==> config.mk <==
export PLATFORM = sky130hd
export DESIGN_NAME = palindromic_substring_counter
export DESIGN_NICKNAME = d
export VERILOG_FILES = /design/src/hdl/psc_pkg.sv /design/src/hdl/psc_mem.sv /design/src/hdl/psc_walk.sv /design/src/hdl/palindromic_substring_counter.sv
export SDC_FILE = /design/constraint.sdc
export NUM_CORES = 2
export LEC_CHECK = 0
export BUFFER_PORTS_ARGS = -buffer_cell sky130_fd_sc_hd__buf_2
export CAP_MARGIN = 20
export CORE_MARGIN = 2
export CORE_UTILIZATION = 64
export DETAILED_ROUTE_END_ITERATION = 7
export PLACE_DENSITY = 0.8
export SLEW_MARGIN = 10
export SYNTH_ARGS = -nofsm -noshare
export SYNTH_HDL_FRONTEND = slang
export SYNTH_SLANG_ARGS = --single-unit
==> constraint.sdc <==
create_clock -name clk -period 3.6 [get_ports clk]
set_clock_uncertainty 0.1 [all_clocks]
set_input_delay 0.36 -clock clk [delete_from_list [all_inputs] [get_ports clk]]
set_output_delay 0.36 -clock clk [all_outputs]
set_load 0.02 [all_outputs]
==> src/hdl/psc_pkg.sv <==
package psc_pkg;

	// Payload widths
	localparam int CHAR_W    = 8;
	localparam int CNT_W     = 16;
	localparam int S_TDATA_W = 8;
	localparam int M_TDATA_W = 24;

	localparam logic [CNT_W-1:0] CNT_MAX = {CNT_W{1'b1}};

	// Top-level load/walk control
	typedef enum logic [1:0] {
		T_LOAD = 2'b01,
		T_WALK = 2'b10
	} top_state_t;

	// Center-expansion sequencer
	typedef enum logic [3:0] {
		W_IDLE = 4'b0001,
		W_READ = 4'b0010,
		W_CMP  = 4'b0100,
		W_DONE = 4'b1000
	} walk_state_t;

	// Walk result handed to the top level
	typedef struct packed {
		logic             done;
		logic [CNT_W-1:0] count;
	} walk_res_t;

endpackage

==> src/hdl/psc_mem.sv <==
module psc_mem
	import psc_pkg::*;
#(
	parameter int DEPTH  = 256,
	parameter int ADDR_W = 8
) (
	input  logic              clk,
	input  logic              wr_en,
	input  logic [ADDR_W-1:0] wr_addr,
	input  logic [CHAR_W-1:0] wr_data,
	input  logic              rd_en,
	input  logic [ADDR_W-1:0] rd_addr_a,
	input  logic [ADDR_W-1:0] rd_addr_b,
	output logic [CHAR_W-1:0] rd_data_a,
	output logic [CHAR_W-1:0] rd_data_b
);

	logic [CHAR_W-1:0] mem_q [DEPTH];

	// One write port, two registered read ports
	always_ff @(posedge clk) begin
		if (wr_en) begin
			mem_q[wr_addr] <= wr_data;
		end
		if (rd_en) begin
			rd_data_a <= mem_q[rd_addr_a];
			rd_data_b <= mem_q[rd_addr_b];
		end
	end

endmodule

==> src/hdl/psc_walk.sv <==
module psc_walk
	import psc_pkg::*;
#(
	parameter int ADDR_W = 8,
	parameter int LEN_W  = 9
) (
	input  logic              clk,
	input  logic              arst_n,
	input  logic              start,
	input  logic              ack,
	input  logic [LEN_W-1:0]  len,
	output logic              rd_en,
	output logic [ADDR_W-1:0] rd_addr_a,
	output logic [ADDR_W-1:0] rd_addr_b,
	input  logic [CHAR_W-1:0] rd_data_a,
	input  logic [CHAR_W-1:0] rd_data_b,
	output walk_res_t         res
);

	walk_state_t       state_q;
	logic [ADDR_W-1:0] c_q;
	logic [ADDR_W-1:0] l_q;
	logic [LEN_W-1:0]  r_q;
	logic              odd_q;
	logic [CNT_W-1:0]  total_q;

	logic in_range;
	logic bytes_eq;
	logic end_walk;
	logic last_ctr;

	// Shared compare unit and walk termination
	assign in_range = (r_q < len);
	assign bytes_eq = (rd_data_a == rd_data_b);
	assign last_ctr = ((LEN_W'(c_q) + LEN_W'(1)) == len);
	assign end_walk = ((state_q == W_READ) && !in_range) ||
		((state_q == W_CMP) && (!bytes_eq || (l_q == '0)));

	assign rd_en     = (state_q == W_READ) && in_range;
	assign rd_addr_a = l_q;
	assign rd_addr_b = r_q[ADDR_W-1:0];

	assign res.done  = (state_q == W_DONE);
	assign res.count = total_q;

	// Sequencer: per center an odd walk then an even walk
	always_ff @(posedge clk or negedge arst_n) begin
		if (!arst_n) begin
			state_q <= W_IDLE;
			c_q     <= '0;
			l_q     <= '0;
			r_q     <= '0;
			odd_q   <= 1'b0;
			total_q <= '0;
		end else begin
			if ((state_q == W_CMP) && bytes_eq && (total_q != CNT_MAX)) begin
				total_q <= total_q + CNT_W'(1);
			end
			if (end_walk) begin
				if (odd_q) begin
					odd_q   <= 1'b0;
					l_q     <= c_q;
					r_q     <= LEN_W'(c_q) + LEN_W'(1);
					state_q <= W_READ;
				end else if (last_ctr) begin
					state_q <= W_DONE;
				end else begin
					c_q     <= c_q + ADDR_W'(1);
					l_q     <= c_q + ADDR_W'(1);
					r_q     <= LEN_W'(c_q) + LEN_W'(1);
					odd_q   <= 1'b1;
					state_q <= W_READ;
				end
			end else begin
				case (state_q)
					W_IDLE: begin
						if (start) begin
							c_q     <= '0;
							l_q     <= '0;
							r_q     <= '0;
							odd_q   <= 1'b1;
							total_q <= '0;
							state_q <= W_READ;
						end
					end
					W_READ: begin
						state_q <= W_CMP;
					end
					W_CMP: begin
						// match and room to go outward
						l_q     <= l_q - ADDR_W'(1);
						r_q     <= r_q + LEN_W'(1);
						state_q <= W_READ;
					end
					W_DONE: begin
						if (ack) begin
							state_q <= W_IDLE;
						end
					end
					default: begin
						state_q <= W_IDLE;
					end
				endcase
			end
		end
	end

`ifndef SYNTH
	// Right index never falls behind the left one during a compare
	assert property (@(posedge clk) disable iff (!arst_n)
		(state_q == W_CMP) |-> (LEN_W'(l_q) <= r_q))
		else $error("walk: right index behind left index");

	// Total only grows while a walk is in progress
	assert property (@(posedge clk) disable iff (!arst_n)
		((state_q != W_IDLE) && ($past(state_q) != W_IDLE)) |-> (total_q >= $past(total_q)))
		else $error("walk: running total decreased");

	// Every stored byte is a palindrome of its own
	assert property (@(posedge clk) disable iff (!arst_n)
		res.done |-> (total_q >= CNT_W'(len)))
		else $error("walk: total below string length");
`endif

endmodule

==> src/hdl/palindromic_substring_counter.sv <==
// Palindromic substring counter.
// Input stream: one byte per transaction on s_axis, s_axis_tlast on the final
// byte. Bytes go into a MAX_LEN-entry buffer; bytes past MAX_LEN are dropped
// and flagged as truncated.
// After the final byte is taken s_axis_tready drops while a sequencer walks
// every center, first around one byte, then between it and the next, using
// one byte compare on a two-port buffer read: each compared pair takes a read
// state and a compare state, each walk that stops at the string end one more
// read state. Loading runs at one byte per cycle.
// Output stream: one transaction per string on m_axis carrying the count
// (saturating at 65535) and the truncated flag. The result sits in an output
// register; while m_axis_tready is low the next string is still loaded, and
// its walk result waits in the sequencer until the register frees up.
// Reset (arst_n low) empties the buffer length, clears the truncated flag,
// drops m_axis_tvalid and returns the block to loading.
module palindromic_substring_counter
	import psc_pkg::*;
#(
	parameter int MAX_LEN = 256
) (
	input  logic                 clk,
	input  logic                 arst_n,
	input  logic                 s_axis_tvalid,
	output logic                 s_axis_tready,
	input  logic [S_TDATA_W-1:0] s_axis_tdata,  // [7:0] char_code
	input  logic                 s_axis_tlast,
	output logic                 m_axis_tvalid,
	input  logic                 m_axis_tready,
	output logic [M_TDATA_W-1:0] m_axis_tdata   // [15:0] palindrome_count, [16] truncated
);

	localparam int ADDR_W = $clog2(MAX_LEN);
	localparam int LEN_W  = $clog2(MAX_LEN + 1);

	top_state_t        state_q;
	logic [LEN_W-1:0]  len_q;
	logic              ovf_q;
	logic              start_q;
	logic              m_valid_q;
	logic [CNT_W-1:0]  out_count_q;
	logic              out_trunc_q;

	logic              in_acc;
	logic              has_room;
	logic              out_free;
	logic              ack;
	logic              wr_en;
	logic              rd_en;
	logic [ADDR_W-1:0] rd_addr_a;
	logic [ADDR_W-1:0] rd_addr_b;
	logic [CHAR_W-1:0] rd_data_a;
	logic [CHAR_W-1:0] rd_data_b;
	walk_res_t         walk_res;

	// Handshakes
	assign s_axis_tready = (state_q == T_LOAD);
	assign in_acc        = s_axis_tvalid && s_axis_tready;
	assign has_room      = (len_q < LEN_W'(MAX_LEN));
	assign wr_en         = in_acc && has_room;
	assign out_free      = !m_valid_q || m_axis_tready;
	assign ack           = (state_q == T_WALK) && walk_res.done && out_free;

	assign m_axis_tvalid = m_valid_q;
	assign m_axis_tdata  = {{(M_TDATA_W - CNT_W - 1){1'b0}}, out_trunc_q, out_count_q};

	psc_mem #(
		.DEPTH  (MAX_LEN),
		.ADDR_W (ADDR_W)
	) u_mem (
		.clk       (clk),
		.wr_en     (wr_en),
		.wr_addr   (len_q[ADDR_W-1:0]),
		.wr_data   (s_axis_tdata[CHAR_W-1:0]),
		.rd_en     (rd_en),
		.rd_addr_a (rd_addr_a),
		.rd_addr_b (rd_addr_b),
		.rd_data_a (rd_data_a),
		.rd_data_b (rd_data_b)
	);

	psc_walk #(
		.ADDR_W (ADDR_W),
		.LEN_W  (LEN_W)
	) u_walk (
		.clk       (clk),
		.arst_n    (arst_n),
		.start     (start_q),
		.ack       (ack),
		.len       (len_q),
		.rd_en     (rd_en),
		.rd_addr_a (rd_addr_a),
		.rd_addr_b (rd_addr_b),
		.rd_data_a (rd_data_a),
		.rd_data_b (rd_data_b),
		.res       (walk_res)
	);

	// Load control and output valid
	always_ff @(posedge clk or negedge arst_n) begin
		if (!arst_n) begin
			state_q   <= T_LOAD;
			len_q     <= '0;
			ovf_q     <= 1'b0;
			start_q   <= 1'b0;
			m_valid_q <= 1'b0;
		end else begin
			start_q <= in_acc && s_axis_tlast;
			if (ack) begin
				m_valid_q <= 1'b1;
			end else if (m_axis_tready) begin
				m_valid_q <= 1'b0;
			end
			case (state_q)
				T_LOAD: begin
					if (in_acc) begin
						if (has_room) begin
							len_q <= len_q + LEN_W'(1);
						end else begin
							ovf_q <= 1'b1;
						end
						if (s_axis_tlast) begin
							state_q <= T_WALK;
						end
					end
				end
				T_WALK: begin
					if (ack) begin
						len_q   <= '0;
						ovf_q   <= 1'b0;
						state_q <= T_LOAD;
					end
				end
				default: begin
					state_q <= T_LOAD;
				end
			endcase
		end
	end

	// Result payload
	always_ff @(posedge clk) begin
		if (ack) begin
			out_count_q <= walk_res.count;
			out_trunc_q <= ovf_q;
		end
	end

`ifndef SYNTH
	// Final byte closes the input until the result is handed over
	assert property (@(posedge clk) disable iff (!arst_n)
		(s_axis_tvalid && s_axis_tready && s_axis_tlast) |=> !s_axis_tready)
		else $error("top: input still open after final byte");

	// Stored length never exceeds the buffer
	assert property (@(posedge clk) disable iff (!arst_n)
		len_q <= LEN_W'(MAX_LEN))
		else $error("top: stored length beyond buffer depth");

	// Truncation only once the buffer is full
	assert property (@(posedge clk) disable iff (!arst_n)
		ovf_q |-> (len_q == LEN_W'(MAX_LEN)))
		else $error("top: truncation flagged with buffer not full");
`endif

endmodule

Word-level counts from Yosys, hierarchy flattened
Memory sizes are Yosys's and may differ from the RTL's. A register that Yosys moved wholly into a read port is not among the register bits.
Index checks and enable logic that the tools add are counted.
{ "op_classes": {"n_addsub": 6, "n_mul": 0, "n_div": 0, "n_lt_le_gt_ge": 2, "eq_ne": 19, "n_shift": 0, "muxes": 44, "bitwise": 0, "reduce_logical": 29} }
{ "ops": {"columns": ["cell", "count"], "rows": [
  ["two-way mux 16 bit", 4],
  ["two-way mux 9 bit", 7],
  ["two-way mux 8 bit", 7],
  ["case mux 9 bit (2 select lines)", 2],
  ["two-way mux 4 bit", 5],
  ["adder 9 x 1 -> 9 bit, second input constant", 2],
  ["adder 16 x 1 -> 16 bit, second input constant", 1],
  ["!= test 16 bit, second input constant", 1],
  ["case mux 4 bit (4 select lines)", 1],
  ["case mux 8 bit (2 select lines)", 1],
  ["two-way mux 1 bit", 12],
  ["AND reduction 4 bit", 3],
  ["logical AND 1 bit", 10],
  ["adder 8 x 1 -> 9 bit, second input constant", 1],
  ["equality test 9 bit", 1],
  ["less-than comparator 9 bit", 1],
  ["less-than comparator 9 bit, second input constant", 1],
  ["!= test 3 x 2 -> 1 bit, second input constant", 3],
  ["adder 8 x 1 -> 8 bit, second input constant", 1],
  ["equality test 8 bit", 1],
  ["zero test 8 bit", 1],
  ["!= test 2 bit, second input constant", 4],
  ["nonzero test 2 bit", 4],
  ["subtractor 8 x 1 -> 8 bit, second input constant", 1],
  ["other kinds (15)", 25]
]} }
{ "totals": {"ff_bits": 77, "latch_bits": 0, "ram_bits": 2048, "rom_bits": 0, "in_bits": 13, "mem_count": 1} }
{ "memory_table": {"columns": ["memory", "depth", "width", "read_ports", "rd_clocked_by_memory_dff", "write_ports", "line_no", "source"], "rows": [
  ["u_mem.mem_q", 256, 8, 2, 2, 1, "psc_mem.sv:18", "logic [CHAR_W-1:0] mem_q [DEPTH];"]
]} }

Longest topological paths before layout
{ "depth": {"depth_word": 7, "mapped_depth": 15, "ltp_nobuf": 9} }

Hierarchy
A second synthesis with hierarchy kept.
{ "hier_totals": {"hier_cells": 5341, "hier_area_um2": 101921.5} }
{ "by_module_without_submodules": {"columns": ["module", "n_inst", "cells_per_inst", "area_each_um2", "seq_area_each_um2"], "rows": [
  ["psc_mem", 1, 4847, 97133.2, 61979.4],
  ["psc_walk", 1, 403, 3554.7, 1152.4],
  ["palindromic_substring_counter", 1, 91, 1233.7, 862.1]
]} }

Worst setup path before layout
Ideal clock, no wire load.
{ "synth_timing": {"kind": "register -> register", "startpoint": "reg u_walk.l_q[1] (netlist: u_walk.rd_addr_a[1])", "endpoint": "reg u_walk.r_q[5]", "t_arrival_ns": 2.917, "required_ns": 3.379, "slack_ns": 0.462, "stages_incl_launch_ff": 13, "path_cell_list": "dfrtp_1 > buf_2 > buf_2 > buf_1 > buf_2 > inv_1 > ha_1 > nand4_1 > a31oi_1 > a21oi_1 > clkbuf_1 > o32ai_1 > a22o_1"} }
{ "synth_between": {"elab_chain_len": 6, "word_cells_on_any_way": 9, "cone_classes": "eq/ne: 2; mux: 1; reduce/logical: 6"} }
{ "synth_lines": {"columns": ["element", "line_no", "source"], "rows": [
  ["from (decl)", "psc_walk.sv:22", "logic [ADDR_W-1:0] l_q;"],
  ["from (signal assigned)", "psc_walk.sv:62", "l_q <= c_q;"],
  ["from (signal assigned)", "psc_walk.sv:69", "l_q <= c_q + ADDR_W'(1);"],
  ["from (signal assigned)", "psc_walk.sv:91", "l_q <= l_q - ADDR_W'(1);"],
  ["zero test 8 bit *", "psc_walk.sv:37", "((state_q == W_CMP) && (!bytes_eq || (l_q == '0)));"],
  ["logical OR 1 bit *", "psc_walk.sv:37", null],
  ["logical AND 1 bit *", "psc_walk.sv:37", null],
  ["logical OR 1 bit *", "psc_walk.sv:36", "assign end_walk = ((state_q == W_READ) && !in_range) ||"],
  ["!= test 3 x 2 -> 1 bit (no source line) or nonzero test 3 bit (tied branches)", null, null],
  ["AND reduction 3 bit (no source line)", null, null],
  ["to (signal assigned)", "psc_walk.sv:63", "r_q <= LEN_W'(c_q) + LEN_W'(1);"],
  ["to (signal assigned)", "psc_walk.sv:70", "r_q <= LEN_W'(c_q) + LEN_W'(1);"],
  ["to (signal assigned)", "psc_walk.sv:92", "r_q <= r_q + LEN_W'(1);"],
  ["to (decl)", "psc_walk.sv:23", "logic [LEN_W-1:0] r_q;"]
]} }
Every way passes the cells marked *; elsewhere a longest branch is shown, timed or not.
A chain may end at the register's enable or synchronous reset.

==> results by group <==
Outcome
  – Status: complete, but fails checks
  – Failing checks: DRC, setup timing

GRT
  – Number of global-route vias before repair: between 60000 and 70000
  – Initial antenna violation count: 31
  – Gr usage total: between 40% and 50%
  – Largest net degree at the start of global routing: 118
  – GRT overflow: 0
  – Global-route wire length before repair: between 500000 and 600000 um

Power and ir drop
  – PwrDens: between 500 and 600 mW/mm^2
  – Peak VDD IR: between 0.0006 and 0.0007 V
  – Leak: about 0.037 uW

Drt
  – Vias: around 71000
  – Drt via density: between 8 and 9
  – Detailed Route WL: about 370000 um
  – Routed wire per std cell: approximately 41 um
  – Remaining antenna violation count: 0
  – Iter 0 DRT Violations: approximately 15000
  – DR pass1 iterations: 7
  – # DRC: 1

STA
  – Total Neg Setup Slack: -0.567 ns
  – Slew HR: a little over a tenth
  – Max Fclk: approximately 270 MHz
  – Worst-Margin Slew: approximately 1.3 ns
  – Worst setup margin: -0.151 ns
  – Minimum clock period: ~3.8 ns
  – Fin crit share: 104%
  – Final setup vio count: 9
  – Final Hold Fails: 0
  – Final Slew Violations: 0

Floorplanning
  – Core Area: around 0.16 mm^2
  – Die Ht: 402 um
  – # rows: about 150
  – Die ar.: approximately 0.16 mm^2
  – Die Wd: 402 um
  – I/O Pins: 39
  – Starting density of the core: 64.3%

Worst hold path
  – Tightest Hold Check Type: in2reg

Setup path
  – Critical-path top delay cell: dfrtp_4
  – CP arrival: approximately 4.3 ns
  – Crit-path cells: buf_4, nand3_1, buf_4, nor2_1, a2111oi_2, a21oi_1, a221o_1, o31ai_2, buf_4, a221oi_1
  – Startpoint types: flip-flop
  – Worst EP required: ~4.2 ns
  – CP Capture Type: flip-flop
  – WS Path Type: reg2reg
  – Maximum fanout along the worst path: 25
  – Worst path max stage delay: around 0.7 ns
  – CP dominant cell by count: buf_4

Clock network
  – Worst-Skew Late Latency: approximately 0.87 ns
  – H-Tree Level Count: 4
  – CTS tree: done
  – CTS Buf Count: about 210
  – Clock-pin transition on the worst setup and hold timing paths: approximately 0.070 ns
  – Bufs on Longest Clock Path: 3
  – CTS Root Cell: clkbuf_16
  – Sink Count: between 2000 and 2500

Final layout
  – Area growth syn-to-layout: 15.3%
  – NumNets Final: 6612
  – Layout cells sized above 1: between 30% and 40%

Logic synthesis
  – Seq/Total Area, Yosys: between 60% and 70%
  – Syn_area_per_cell: about 17 um^2
  – Synth Warn #: 0
  – Post-Syn Instances: around 5900
  – EDFF count, synth: approximately 2100
  – Netlist Area Pre-Place: slightly above 0.1 mm^2
  – Ys async rst share: under 10%
  – Synthesized flop and latch total: 2141
  – Main flop type after synthesis: edfxtp_1
  – Yosys cell types: 86

Place
  – DP HPWL: 238000 um
  – GPL Wtd Cong: around 1.1
  – Pre-CTS setup slack: -0.446 ns
  – Port-buffer cells: 31

Flow run
  – Max Cap Violations: 0
-- layout by cell type, fill, tap and decap left out, types with 42 or more instances in the layout --
master     instances
clkbuf_16        215
nand3_1           64
o21ai_0          115
clkinv_1          48
clkbuf_1          42
mux2i_1          522
nor2_1           396
a21oi_1          148
mux4_2           779
o221ai_1         157
a22oi_1           82
edfxtp_1        2081
a211oi_1          56
nand2_1          209
buf_12            99
dfrtp_1           48
nor3_1            55
mux2_2            48
o22ai_1          126
buf_4            779
-- flip-flops by register name, summed over array words and instances (netlist names), 2 cells and up --
| register | cells |
|---|---|
| u_walk.total_q | 16 |
| u_walk.c_q | 8 |
| state_q | 2 |
| u_walk.r_q | 9 |
| u_mem.rd_data_a | 8 |
| u_walk.rd_addr_a | 8 |
| len_q | 9 |
| u_mem.mem_q | 2048 |
| out_count_q | 16 |
| u_walk.state_q | 4 |
| u_mem.rd_data_b | 8 |
-- kinds of logic after synthesis --
group | count (synthesis) | share of synthesized area (%)
xor gates and xnor gates | 48 | 0.482
adders and majority gates | 16 | 0.197
and+or+nand+nor | 921 | 4.07
DFF | 2141 | 63.0
buffers and inverters | 511 | 2.82
muxes | 1351 | 23.0
AOI/OAI and AO/OA | 928 | 6.45
other | 1 | 0.00369
-- layout make-up --
class | instances | area [um^2]
antenna | 34 | 85.1
clock buffer | 255 | 5490
clock inverter | 135 | 1390
fill | 9023 | 40900
inverter | 30 | 123
multi-input combinational | 3271 | 35100
sequential | 2141 | 64000
tap | 2072 | 2590
timing repair buffer | 927 | 8370
-- report_power, final --
part	switching (uW)	leakage (uW)	internal [uW]
combinational	5630	0.0144	4470
clock	9690	0.00334	12700
sequential	149	0.0195	27500
-- routing by layer --
layer / wire, um / vias up / track usage [%]
met5: 309 / - / 0.624
met2: 155000 / 8207 / 63.1
li1: - / 26200 / -
met1: 111000 / 35100 / 57.2
met3: 66400 / 1821 / 19.1
met4: 32400 / 28 / 31.3
-- critical path, delay by kind of cell (launching register included) --
kind                   cells  cell delay (ns)
buffers and inverters      3             0.88
flip-flops                 1             0.72
AND/OR/NAND/NOR            2             0.53
AO/OA/AOI/OAI              5             1.28
-- timing repair --
action                                  in CTS  in global routing
hold endpoints to repair                    96                  0
setup buffers                               13                 15
endpoints found under the setup margin      11                 15
gates resized for setup                     16                 41
gates cloned                                 2                  2
hold buffers                                 7                  0
pin swaps                                    2                  5
-- through the flow --
stage | cell area (um^2) | hold slack (ns) | total power, uW | util (%) | cells
global route | 117000 | 0.0869 | 61200 | 74.1 | 8831
floorplan | 102000 | -0.0356 | 33800 | - | 5923
finish | 117000 | 0.0590 | 60200 | 74.1 | 8865
global placement | 109000 | 0.336 | 37200 | 69.3 | 8400
CTS | 117000 | 0.0734 | 59300 | 73.9 | 8814
detailed placement | 109000 | 0.342 | 37300 | 69.3 | 8402
-- cells in the mapped netlist (21+ instances only) --
master / number / area [um^2]
clkbuf_1: 194 / 728
a22o_1: 21 / 184
xor2_1: 22 / 193
edfxtp_1: 2081 / 62500
a211oi_1: 58 / 435
buf_2: 109 / 546
buf_1: 38 / 143
a22oi_1: 85 / 638
nor3_1: 57 / 285
a31oi_1: 29 / 181
buf_6: 61 / 687
o22ai_1: 127 / 795
nor2_1: 404 / 1520
nor4_1: 27 / 169
buf_4: 74 / 556
nand3_1: 76 / 380
o21ai_0: 120 / 601
nand2_1: 210 / 788
a221oi_1: 30 / 263
mux2i_1: 524 / 5250
a21oi_1: 153 / 766
o221ai_1: 159 / 1390
xnor2_1: 21 / 184
dfrtp_1: 58 / 1450
mux4_2: 779 / 17500
nand4_1: 26 / 163
nor2b_1: 21 / 131
inv_1: 27 / 101
a2111oi_0: 23 / 201
mux2_2: 48 / 541
-- final timing paths --
check / endpoint / slack, ns / depth (start not counted) / start
worst max-delay path: u_mem.rd_data_a[6] / -0.15 / 10 / u_walk.rd_addr_a[3]
worst min-delay path: u_mem.mem_q[34][1] / 0.06 / 1 / s_axis_tdata[1]
worst max register to register: u_mem.rd_data_a[6] / -0.15 / 10 / u_walk.rd_addr_a[3]
worst min register to register: out_trunc_q / 0.37 / 0 / ovf_q
max in group asynchronous: u_walk.state_q[0] / 2.44 / 3 / arst_n
min in group asynchronous: u_walk.total_q[12] / 0.10 / 2 / arst_n
No activity file was read; power rests on OpenSTA's default activity.
